File: src/rtl/tert_pkg.sv
// Shared types and constants of the timed error report table.
package tert_pkg;

	localparam int ENTRIES  = 8;
	localparam int IDX_W    = (ENTRIES > 1) ? $clog2(ENTRIES) : 1;
	localparam int S_DATA_W = 80;
	localparam int M_DATA_W = 16;

	typedef enum logic [2:0] {
		ACT_REGISTER = 3'd0,
		ACT_CLEAR    = 3'd1,
		ACT_EXISTS   = 3'd2,
		ACT_EMPTY    = 3'd3,
		ACT_POLL     = 3'd4
	} tert_act_t;

	typedef enum logic [2:0] {
		WR_NONE   = 3'd0,
		WR_CLEAR  = 3'd1,
		WR_STAMP  = 3'd2,
		WR_REARM  = 3'd3,
		WR_INSERT = 3'd4
	} tert_wr_op_t;

	typedef struct packed {
		logic        valid;
		logic        pending;
		logic [7:0]  code;
		logic        level;
		logic [31:0] start;
		logic [31:0] interval;
	} tert_entry_t;

	typedef struct packed {
		tert_wr_op_t      op;
		logic [IDX_W-1:0] idx;
		logic [7:0]       code;
		logic [31:0]      interval;
		logic             level;
		logic [31:0]      now;
	} tert_wr_t;

	typedef struct packed {
		logic code_eq;
		logic overdue;
	} tert_cmp_t;

endpackage

File: src/rtl/tert_table.sv
// Entry storage of the error table with one read port and one write port.
module tert_table (
	input  logic                      clk,
	input  logic                      arst_n,
	input  logic [tert_pkg::IDX_W-1:0] rd_idx,
	output tert_pkg::tert_entry_t     rd,
	input  tert_pkg::tert_wr_t        wr
);

	logic        valid_q    [tert_pkg::ENTRIES];
	logic        pending_q  [tert_pkg::ENTRIES];
	logic [7:0]  code_q     [tert_pkg::ENTRIES];
	logic        level_q    [tert_pkg::ENTRIES];
	logic [31:0] start_q    [tert_pkg::ENTRIES];
	logic [31:0] interval_q [tert_pkg::ENTRIES];

	always_ff @(posedge clk or negedge arst_n) begin
		if (!arst_n) begin
			for (int i = 0; i < tert_pkg::ENTRIES; i++) begin
				valid_q[i]   <= 1'b0;
				pending_q[i] <= 1'b0;
			end
		end else begin
			case (wr.op)
				tert_pkg::WR_CLEAR: valid_q[wr.idx] <= 1'b0;
				tert_pkg::WR_STAMP: pending_q[wr.idx] <= 1'b0;
				tert_pkg::WR_REARM: pending_q[wr.idx] <= 1'b1;
				tert_pkg::WR_INSERT: begin
					valid_q[wr.idx]   <= 1'b1;
					pending_q[wr.idx] <= 1'b1;
				end
				default: ;
			endcase
		end
	end

	always_ff @(posedge clk) begin
		case (wr.op)
			tert_pkg::WR_STAMP: start_q[wr.idx] <= wr.now;
			tert_pkg::WR_REARM: begin
				start_q[wr.idx] <= 32'd0;
				level_q[wr.idx] <= wr.level;
			end
			tert_pkg::WR_INSERT: begin
				code_q[wr.idx]     <= wr.code;
				interval_q[wr.idx] <= wr.interval;
				start_q[wr.idx]    <= 32'd0;
				level_q[wr.idx]    <= wr.level;
			end
			default: ;
		endcase
	end

	assign rd.valid    = valid_q[rd_idx];
	assign rd.pending  = pending_q[rd_idx];
	assign rd.code     = code_q[rd_idx];
	assign rd.level    = level_q[rd_idx];
	assign rd.start    = start_q[rd_idx];
	assign rd.interval = interval_q[rd_idx];

endmodule

File: src/rtl/tert_cmp.sv
// Shared compare unit: code match and elapsed-time check for one entry.
module tert_cmp (
	input  logic [7:0]            key_code,
	input  logic [31:0]           now,
	input  tert_pkg::tert_entry_t ent,
	output tert_pkg::tert_cmp_t   res
);

	logic [31:0] elapsed;

	assign elapsed     = now - ent.start;
	assign res.overdue = elapsed > ent.interval;
	assign res.code_eq = ent.code == key_code;

endmodule

File: src/rtl/tert_ctrl.sv
// Sequencer: scans one entry per cycle unless a poll stalls; drives result register.
module tert_ctrl (
	input  logic                          clk,
	input  logic                          arst_n,
	input  logic                          s_tvalid,
	output logic                          s_tready,
	input  logic [tert_pkg::S_DATA_W-1:0] s_tdata,
	input  logic [2:0]                    s_tuser,
	output logic                          m_tvalid,
	input  logic                          m_tready,
	output logic [tert_pkg::M_DATA_W-1:0] m_tdata,
	output logic                          m_tuser,
	output logic                          m_tlast,
	output logic [tert_pkg::IDX_W-1:0]    rd_idx,
	input  tert_pkg::tert_entry_t         rd,
	input  tert_pkg::tert_cmp_t           cmp,
	output logic [7:0]                    key_code,
	output logic [31:0]                   now,
	output tert_pkg::tert_wr_t            wr
);

	typedef enum logic [3:0] {
		ST_IDLE  = 4'b0001,
		ST_SCAN  = 4'b0010,
		ST_WRITE = 4'b0100,
		ST_DONE  = 4'b1000
	} state_t;

	localparam logic [tert_pkg::IDX_W-1:0] LAST_IDX = tert_pkg::IDX_W'(tert_pkg::ENTRIES - 1);

	state_t                    state_q;
	tert_pkg::tert_act_t       act_q;
	logic                      reject_q;
	logic [7:0]                code_q;
	logic [31:0]               intv_q;
	logic                      lvl_q;
	logic [31:0]               now_q;
	logic [tert_pkg::IDX_W-1:0] idx_q;
	logic [tert_pkg::IDX_W-1:0] fidx_q;
	logic [tert_pkg::IDX_W-1:0] ins_q;
	logic                      found_q;
	logic                      due_q;
	logic                      any_q;
	logic                      ovalid_q;
	logic                      status_q;
	logic                      fv_q;
	logic [7:0]                fcode_q;
	logic                      last_q;

	logic out_free;
	logic out_load;
	logic match;
	logic fire;
	logic step;
	logic done_status;

	assign out_free = !ovalid_q || m_tready;
	assign match    = rd.valid && cmp.code_eq;
	assign fire     = rd.valid && (rd.pending || (rd.level && cmp.overdue));
	assign step     = !(act_q == tert_pkg::ACT_POLL && fire && !out_free);
	assign out_load = (state_q == ST_SCAN && act_q == tert_pkg::ACT_POLL && fire && out_free)
		|| (state_q == ST_DONE && out_free);

	assign s_tready = state_q == ST_IDLE;
	assign rd_idx   = idx_q;
	assign key_code = code_q;
	assign now      = now_q;

	assign m_tvalid = ovalid_q;
	assign m_tdata  = {7'd0, fcode_q, status_q};
	assign m_tuser  = fv_q;
	assign m_tlast  = last_q;

	always_comb begin
		case (act_q)
			tert_pkg::ACT_REGISTER: done_status = reject_q;
			tert_pkg::ACT_CLEAR:    done_status = 1'b0;
			tert_pkg::ACT_EXISTS:   done_status = !found_q;
			tert_pkg::ACT_EMPTY:    done_status = any_q;
			tert_pkg::ACT_POLL:     done_status = 1'b0;
			default:                done_status = 1'b1;
		endcase
	end

	always_comb begin
		wr.op       = tert_pkg::WR_NONE;
		wr.idx      = idx_q;
		wr.code     = code_q;
		wr.interval = intv_q;
		wr.level    = lvl_q;
		wr.now      = now_q;
		case (state_q)
			ST_SCAN: begin
				if (act_q == tert_pkg::ACT_CLEAR && match) begin
					wr.op = tert_pkg::WR_CLEAR;
				end else if (act_q == tert_pkg::ACT_POLL && fire && out_free) begin
					wr.op = tert_pkg::WR_STAMP;
				end
			end
			ST_WRITE: begin
				if (found_q) begin
					wr.idx = fidx_q;
					if (due_q) begin
						wr.op = tert_pkg::WR_REARM;
					end
				end else begin
					wr.idx = ins_q;
					wr.op  = tert_pkg::WR_INSERT;
				end
			end
			default: ;
		endcase
	end

	always_ff @(posedge clk or negedge arst_n) begin
		if (!arst_n) begin
			state_q  <= ST_IDLE;
			ovalid_q <= 1'b0;
			idx_q    <= '0;
			ins_q    <= '0;
			found_q  <= 1'b0;
			any_q    <= 1'b0;
			reject_q <= 1'b0;
		end else begin
			if (out_load) begin
				ovalid_q <= 1'b1;
			end else if (m_tready) begin
				ovalid_q <= 1'b0;
			end
			case (state_q)
				ST_IDLE: begin
					if (s_tvalid) begin
						idx_q    <= '0;
						found_q  <= 1'b0;
						any_q    <= 1'b0;
						reject_q <= s_tdata[41];
						if ((tert_pkg::tert_act_t'(s_tuser) == tert_pkg::ACT_REGISTER
								&& s_tdata[41]) || s_tuser > 3'(tert_pkg::ACT_POLL)) begin
							state_q <= ST_DONE;
						end else begin
							state_q <= ST_SCAN;
						end
					end
				end
				ST_SCAN: begin
					if (match && !found_q) begin
						found_q <= 1'b1;
					end
					if (rd.valid) begin
						any_q <= 1'b1;
					end
					if (step) begin
						if (idx_q == LAST_IDX) begin
							state_q <= (act_q == tert_pkg::ACT_REGISTER) ? ST_WRITE : ST_DONE;
						end else begin
							idx_q <= idx_q + 1'b1;
						end
					end
				end
				ST_WRITE: begin
					if (!found_q) begin
						ins_q <= (ins_q == LAST_IDX) ? '0 : ins_q + 1'b1;
					end
					state_q <= ST_DONE;
				end
				ST_DONE: begin
					if (out_free) begin
						state_q <= ST_IDLE;
					end
				end
				default: state_q <= ST_IDLE;
			endcase
		end
	end

	always_ff @(posedge clk) begin
		if (state_q == ST_IDLE && s_tvalid) begin
			act_q  <= tert_pkg::tert_act_t'(s_tuser);
			code_q <= s_tdata[7:0];
			intv_q <= s_tdata[39:8];
			lvl_q  <= s_tdata[40];
			now_q  <= s_tdata[73:42];
		end
		if (state_q == ST_SCAN && match && !found_q) begin
			fidx_q <= idx_q;
			due_q  <= cmp.overdue;
		end
		if (state_q == ST_SCAN && act_q == tert_pkg::ACT_POLL && fire && out_free) begin
			status_q <= 1'b0;
			fv_q     <= 1'b1;
			fcode_q  <= rd.code;
			last_q   <= 1'b0;
		end else if (state_q == ST_DONE && out_free) begin
			status_q <= done_status;
			fv_q     <= 1'b0;
			fcode_q  <= 8'd0;
			last_q   <= 1'b1;
		end
	end

endmodule

File: src/rtl/timed_error_report_table_unit.sv
// Top level of the timed error report table.
//
// One request enters on the s_ channel: s_tuser holds the action (register,
// clear, exists query, empty query, poll) and s_tdata the code, interval,
// level and current tick count. Results leave on the m_ channel, one per
// handshake; m_tlast marks the final result of a request.
// The sequencer walks the table one entry per cycle, unless a poll waits on
// the output register, through a single elapsed-time and code compare unit.
// An accepted request is scanned over every entry, goes through a write
// step for register, and then closes in the done state; a rejected
// register or an unknown action goes straight to the done state. s_tready
// is high only while no request is being worked on.
// When the receiver stalls, the result register holds its value and a poll
// scan stops at the next firing entry until the register frees up.
// Reset empties the table, clears every pending mark and sets the insert
// slot to zero; stored codes, levels and times are rewritten before use.
module timed_error_report_table_unit (
	input  logic                          clk,
	input  logic                          arst_n,
	input  logic                          s_tvalid,
	output logic                          s_tready,
	// error_code, interval_ticks, report_level, reject, now_ticks, zero fill
	input  logic [tert_pkg::S_DATA_W-1:0] s_tdata,
	// action
	input  logic [2:0]                    s_tuser,
	output logic                          m_tvalid,
	input  logic                          m_tready,
	// status, fired_code, zero fill
	output logic [tert_pkg::M_DATA_W-1:0] m_tdata,
	// fired_valid
	output logic                          m_tuser,
	output logic                          m_tlast
);

	logic [tert_pkg::IDX_W-1:0] rd_idx;
	tert_pkg::tert_entry_t      rd;
	tert_pkg::tert_cmp_t        cmp;
	tert_pkg::tert_wr_t         wr;
	logic [7:0]                 key_code;
	logic [31:0]                now;

	tert_table u_table (
		.clk    (clk),
		.arst_n (arst_n),
		.rd_idx (rd_idx),
		.rd     (rd),
		.wr     (wr)
	);

	tert_cmp u_cmp (
		.key_code (key_code),
		.now      (now),
		.ent      (rd),
		.res      (cmp)
	);

	tert_ctrl u_ctrl (
		.clk      (clk),
		.arst_n   (arst_n),
		.s_tvalid (s_tvalid),
		.s_tready (s_tready),
		.s_tdata  (s_tdata),
		.s_tuser  (s_tuser),
		.m_tvalid (m_tvalid),
		.m_tready (m_tready),
		.m_tdata  (m_tdata),
		.m_tuser  (m_tuser),
		.m_tlast  (m_tlast),
		.rd_idx   (rd_idx),
		.rd       (rd),
		.cmp      (cmp),
		.key_code (key_code),
		.now      (now),
		.wr       (wr)
	);

endmodule

File: config.mk
export PLATFORM = sky130hd
export DESIGN_NAME = timed_error_report_table_unit
export DESIGN_NICKNAME = d
export VERILOG_FILES = /design/src/rtl/tert_pkg.sv /design/src/rtl/tert_table.sv /design/src/rtl/tert_cmp.sv /design/src/rtl/tert_ctrl.sv /design/src/rtl/timed_error_report_table_unit.sv
export SDC_FILE = /design/constraint.sdc
export NUM_CORES = 1
export LEC_CHECK = 0
export BUFFER_PORTS_ARGS = -buffer_cell sky130_fd_sc_hd__clkbuf_2
export CAP_MARGIN = 0
export CORE_ASPECT_RATIO = 0.5
export CORE_MARGIN = 3
export CORE_UTILIZATION = 50
export CTS_CLUSTER_DIAMETER = 30
export CTS_CLUSTER_SIZE = 16
export DETAILED_ROUTE_END_ITERATION = 8
export PLACE_DENSITY = 0.67
export SLEW_MARGIN = 20
export SYNTH_ARGS = -nofsm -noshare
export SYNTH_HDL_FRONTEND = slang
export SYNTH_SLANG_ARGS = --single-unit
File: constraint.sdc
create_clock -name clk -period 20.7 [get_ports clk]
set_input_delay 1.035 -clock clk [delete_from_list [all_inputs] [get_ports clk]]
set_output_delay 1.035 -clock clk [all_outputs]
set_load 0.02 [all_outputs]
==> flow_summary.html <==
<table>
<tr><th>Metric</th><th>Value</th></tr>
<tr><th colspan="2">Outcome</th></tr>
<tr><td>Outcome</td><td>finished clean</td></tr>
<tr><th colspan="2">Power</th></tr>
<tr><td>PwrDens</td><td>127 nW/um2</td></tr>
<tr><td>Cell-internal power</td><td>0.00306 W</td></tr>
<tr><td>Sw Share</td><td>28.4%</td></tr>
<tr><td>Comb power frac</td><td>21.9%</td></tr>
<tr><td>Maximum ir drop on the vdd rail</td><td>71.9 uV</td></tr>
<tr><td>Switching power of the nets</td><td>0.00121 W</td></tr>
<tr><td>Clock network fraction of design power</td><td>37.0%</td></tr>
<tr><td>Total Power</td><td>0.00428 W</td></tr>
<tr><td>Register share of total power</td><td>41.1%</td></tr>
<tr><td>Standby leakage power</td><td>11.6 nW</td></tr>
<tr><th colspan="2">Clocking</th></tr>
<tr><td>Hold-fix buffers at CTS</td><td>0</td></tr>
<tr><td>TritonCTS clock tree</td><td>done</td></tr>
<tr><td>Root buffer cell</td><td>clkbuf_16</td></tr>
<tr><td>Worst-skew pair later-pin latency</td><td>0.63 ns</td></tr>
<tr><td>Number of gates resized after cts</td><td>0</td></tr>
<tr><td>Total CTS buffers</td><td>88</td></tr>
<tr><td>CTS Sinks</td><td>705</td></tr>
<tr><td>CTS clock-pin slew for the worst setup and hold paths</td><td>0.06 ns</td></tr>
<tr><td>Number of buffers added for setup after CTS</td><td>0</td></tr>
<tr><td>Maximum count of clock buffers along a single path</td><td>3</td></tr>
<tr><td>Max H-tree Level</td><td>3</td></tr>
<tr><th colspan="2">Setup path</th></tr>
<tr><td>Startpoint-to-endpoint class of the critical path</td><td>flop to flop</td></tr>
<tr><td>Critical path startpoint</td><td>u_ctrl.rd_idx[1]</td></tr>
<tr><td>Endpoint of the worst-slack reg-to-reg timing path</td><td>u_table.start_q[1][17]</td></tr>
<tr><td>Data arrival, critical path</td><td>8.76 ns</td></tr>
<tr><td>Crit start category</td><td>flop</td></tr>
<tr><td>Reg-to-reg setup timing slack</td><td>12.17 ns</td></tr>
<tr><td>Type of element capturing the critical path</td><td>flop</td></tr>
<tr><td>CP Max Fanout</td><td>41</td></tr>
<tr><td>Required time at the worst-slack endpoint</td><td>20.93 ns</td></tr>
<tr><td>Worst reg2reg path depth</td><td>22</td></tr>
<tr><td>R2r startpoint</td><td>u_ctrl.rd_idx[1]</td></tr>
<tr><td>Crit path to</td><td>u_table.start_q[1][17]</td></tr>
<tr><th colspan="2">Global route</th></tr>
<tr><td>First-pass GRT wire length</td><td>93.9 mm</td></tr>
<tr><td>Overall global routing resource usage</td><td>20.5%</td></tr>
<tr><td>Antenna violations before repair</td><td>0</td></tr>
<tr><td>Vias in the first global route</td><td>15400</td></tr>
<tr><td>Pin count of the biggest net entering global routing</td><td>60</td></tr>
<tr><td>Total global routing overflow</td><td>0</td></tr>
<tr><th colspan="2">Drt</th></tr>
<tr><td>Final routed wirelength across all metal layers</td><td>61.6 mm</td></tr>
<tr><td>DRT Pass-1 Iters</td><td>7</td></tr>
<tr><td>Remaining antenna violation count after routing</td><td>0</td></tr>
<tr><td>Starting DRT DRC Count</td><td>1303</td></tr>
<tr><td>Via total after detailed routing</td><td>14800</td></tr>
<tr><td>Routed wirelength normalized by instance count</td><td>24.6 um</td></tr>
<tr><td>Count of unresolved DRC violations after routing</td><td>0</td></tr>
<tr><td>Via density</td><td>5.91</td></tr>
<tr><th colspan="2">STA</th></tr>
<tr><td>Unrepaired setup endpoints after global routing</td><td>false</td></tr>
<tr><td>Final worst clock skew</td><td>0.0382 ns</td></tr>
<tr><td>Min Tclk post-route</td><td>8.53 ns</td></tr>
<tr><td>Highest Clock Rate</td><td>117 MHz</td></tr>
<tr><td>Total of endpoints with negative setup slack in the final report</td><td>0</td></tr>
<tr><td>Pins over their slew limit</td><td>0</td></tr>
<tr><td>Final clock period utilization by the worst path</td><td>41.2%</td></tr>
<tr><td>Final sum of negative setup slack</td><td>0 ns</td></tr>
<tr><td>Max-slew headroom at the worst pin</td><td>32.9%</td></tr>
<tr><td>Hold violation total from the final report</td><td>0</td></tr>
<tr><td>Actual transition at the worst max-transition pin</td><td>1.01 ns</td></tr>
<tr><th colspan="2">Worst hold path</th></tr>
<tr><td>Min-Delay Path Class</td><td>flop to flop</td></tr>
<tr><td>Hold depth</td><td>2</td></tr>
<tr><td>Start point of the worst hold path</td><td>u_ctrl.m_tuser</td></tr>
<tr><th colspan="2">Logic synthesis</th></tr>
<tr><td>Warnings from Yosys</td><td>0</td></tr>
<tr><td>Number of flops mapped to enable cells by yosys</td><td>672</td></tr>
<tr><td>Top FF cell, synth</td><td>edfxtp_1</td></tr>
<tr><td>Cell variety after synth</td><td>74</td></tr>
<tr><td>Number of standard cells after synthesis</td><td>1532</td></tr>
<tr><td>Number of synthesized register bits</td><td>705</td></tr>
<tr><td>Fraction of the yosys area taken by sequential cells</td><td>72.2%</td></tr>
<tr><td>Area of the mapped netlist</td><td>29100 um2</td></tr>
<tr><td>Synthesized area divided by synthesized cell count</td><td>19.0 um2</td></tr>
<tr><td>Fraction of synthesis flops using an asynchronous set or reset pin</td><td>4.26%</td></tr>
<tr><th colspan="2">Place</th></tr>
<tr><td>Placer's final routability congestion estimate</td><td>0.850</td></tr>
<tr><td>Placed standard-cell area</td><td>30500 um2</td></tr>
<tr><td>Detailed placement HPWL</td><td>35.4 mm</td></tr>
<tr><td>Count of input and output buffers</td><td>93</td></tr>
<tr><th colspan="2">Floorplanning</th></tr>
<tr><td>Cell row count</td><td>61</td></tr>
<tr><td>Top-level port count</td><td>107</td></tr>
<tr><td>Initial cell density of the core</td><td>51.5%</td></tr>
<tr><td>Y dimension of the die</td><td>177 um</td></tr>
<tr><td>Die footprint</td><td>61200 um2</td></tr>
<tr><td>Width of the die</td><td>347 um</td></tr>
<tr><td>Placeable Area</td><td>56500 um2</td></tr>
<tr><th colspan="2">Final layout</th></tr>
<tr><td>Nets</td><td>1834</td></tr>
<tr><td>Fraction of final layout cells with drive strength greater than 1</td><td>26.3%</td></tr>
<tr><td>Synth-to-layout area growth</td><td>15.7%</td></tr>
<tr><td>Most frequent standard cell in the layout excluding fill and tap cells</td><td>edfxtp_1</td></tr>
<tr><td>Final instance area</td><td>33600 um2</td></tr>
<tr><td>Total inserted antenna cells</td><td>0</td></tr>
<tr><td>Most frequent cells in the layout</td><td>edfxtp_1 (672), mux4_2 (150), clkbuf_2 (93)</td></tr>
<tr><td>Finished Core Util</td><td>59.6%</td></tr>
<tr><td>Fill cell count</td><td>4000</td></tr>
<tr><th colspan="2">Flow run</th></tr>
<tr><td>Number of violations of the max-capacitance limit</td><td>0</td></tr>
</table>
==> sequential cells by signal, indices dropped and copies added, names as in the netlist, 4 cells and up, named ones only <==
name	cells
u_table.interval_q	256
u_table.start_q	256
u_table.code_q	64
u_ctrl.intv_q	32
u_ctrl.now	32
u_ctrl.fcode_q	8
u_ctrl.key_code	8
u_table.level_q	8
u_ctrl.state_q	4
==> synthesized netlist by cell type (26+ instances only) <==
| master | count | area (um2) |
|---|---|---|
| nor2_1 | 74 | 278 |
| dfrtp_1 | 29 | 726 |
| mux4_2 | 150 | 3380 |
| mux2i_1 | 77 | 771 |
| and2_1 | 34 | 213 |
| a21oi_1 | 40 | 200 |
| xnor2_1 | 26 | 228 |
| clkbuf_1 | 32 | 120 |
| nand2_1 | 58 | 218 |
| ha_1 | 68 | 851 |
| o21ai_0 | 31 | 155 |
| edfxtp_1 | 672 | 20200 |
==> kinds of logic (layout without fill, tap and decap cells) <==
| logic type | count (synthesis) | after routing | synth area share, % |
|---|---|---|---|
| other cells | 1 | 7 | 0.0129 |
| mux | 231 | 231 | 14.5 |
| flops | 705 | 705 | 72.2 |
| simple gates | 233 | 233 | 4.04 |
| buf+inv | 91 | 304 | 1.40 |
| xor+xnor | 34 | 34 | 1.02 |
| compound gates | 168 | 168 | 3.84 |
| fa+ha+maj | 69 | 69 | 3.00 |
==> through the flow <==
stage / cells / setup slack (ns) / hold slack, ns
2_1_floorplan: 1538 / 12.97 / 0.449
3_3_place_gp: 2344 / 12.42 / 0.453
3_5_place_dp: 2344 / 12.22 / 0.475
4_1_cts: 2507 / 12.17 / 0.488
5_1_grt: 2507 / 11.84 / 0.516
6_report: 2507 / 12.17 / 0.487
==> layout make-up <==
cell class                      count  area (um2)  area share (%)
Multi-Input combinational cell    742        7830            23.3
Tap cell                          756         946            2.81
Inverter                           20        80.1           0.238
Timing Repair Buffer              121         676            2.01
Sequential cell                   705       21000            62.4
Clock buffer                      100        2330            6.93
Clock inverter                     63         774            2.30
==> power groups by stage <==
stage / Combinational [W] / Clock, W / Sequential [W]
after detailed placement: 0.000934 / 0 / 0.00179
after CTS: 0.000940 / 0.00161 / 0.00176
after global routing: 0.00103 / 0.00167 / 0.00177
after global placement: 0.000903 / 0 / 0.00178
after floorplan: 0.000722 / 0 / 0.00175
final: 0.000937 / 0.00158 / 0.00176
==> worst max-delay path: stages (launching register included) <==
cell,delay (ns)
dfrtp_4,0.75
buf_4,0.60
buf_4,0.63
mux4_2,0.40
mux2i_1,0.27
ha_1,0.30
nand2b_1,0.10
a211oi_1,0.12
o41ai_2,0.61
o21ai_0,0.29
a31o_1,0.30
a21oi_1,0.23
o311ai_1,0.25
ha_1,0.38
nand4_1,0.15
or4_4,0.60
a21o_1,0.17
a31oi_1,0.40
o21a_1,0.21
o211ai_1,0.13
and2_1,0.44
nor2_4,0.17
buf_4,0.55
==> layer usage <==
layer	vias to the layer above	GRT usage, %	routed length [um]
met1	7753	29.2	27300
met2	448	33.6	29900
met3	102	3.38	3290
li1	6515	-	-
met4	0	4.90	1170
met5	-	0	0
==> how the worst min path moves through the flow <==
stage                     slack, ns          endpoint
after floorplan                0.45  u_ctrl.fidx_q[1]
after global placement         0.45    u_ctrl.m_tlast
after detailed placement       0.48    u_ctrl.m_tuser
after CTS                      0.49  u_ctrl.rd_idx[2]
after global routing           0.52    u_ctrl.m_tlast
final                          0.49    u_ctrl.m_tuser
Note: power is estimated with default switching activity, not from simulation.
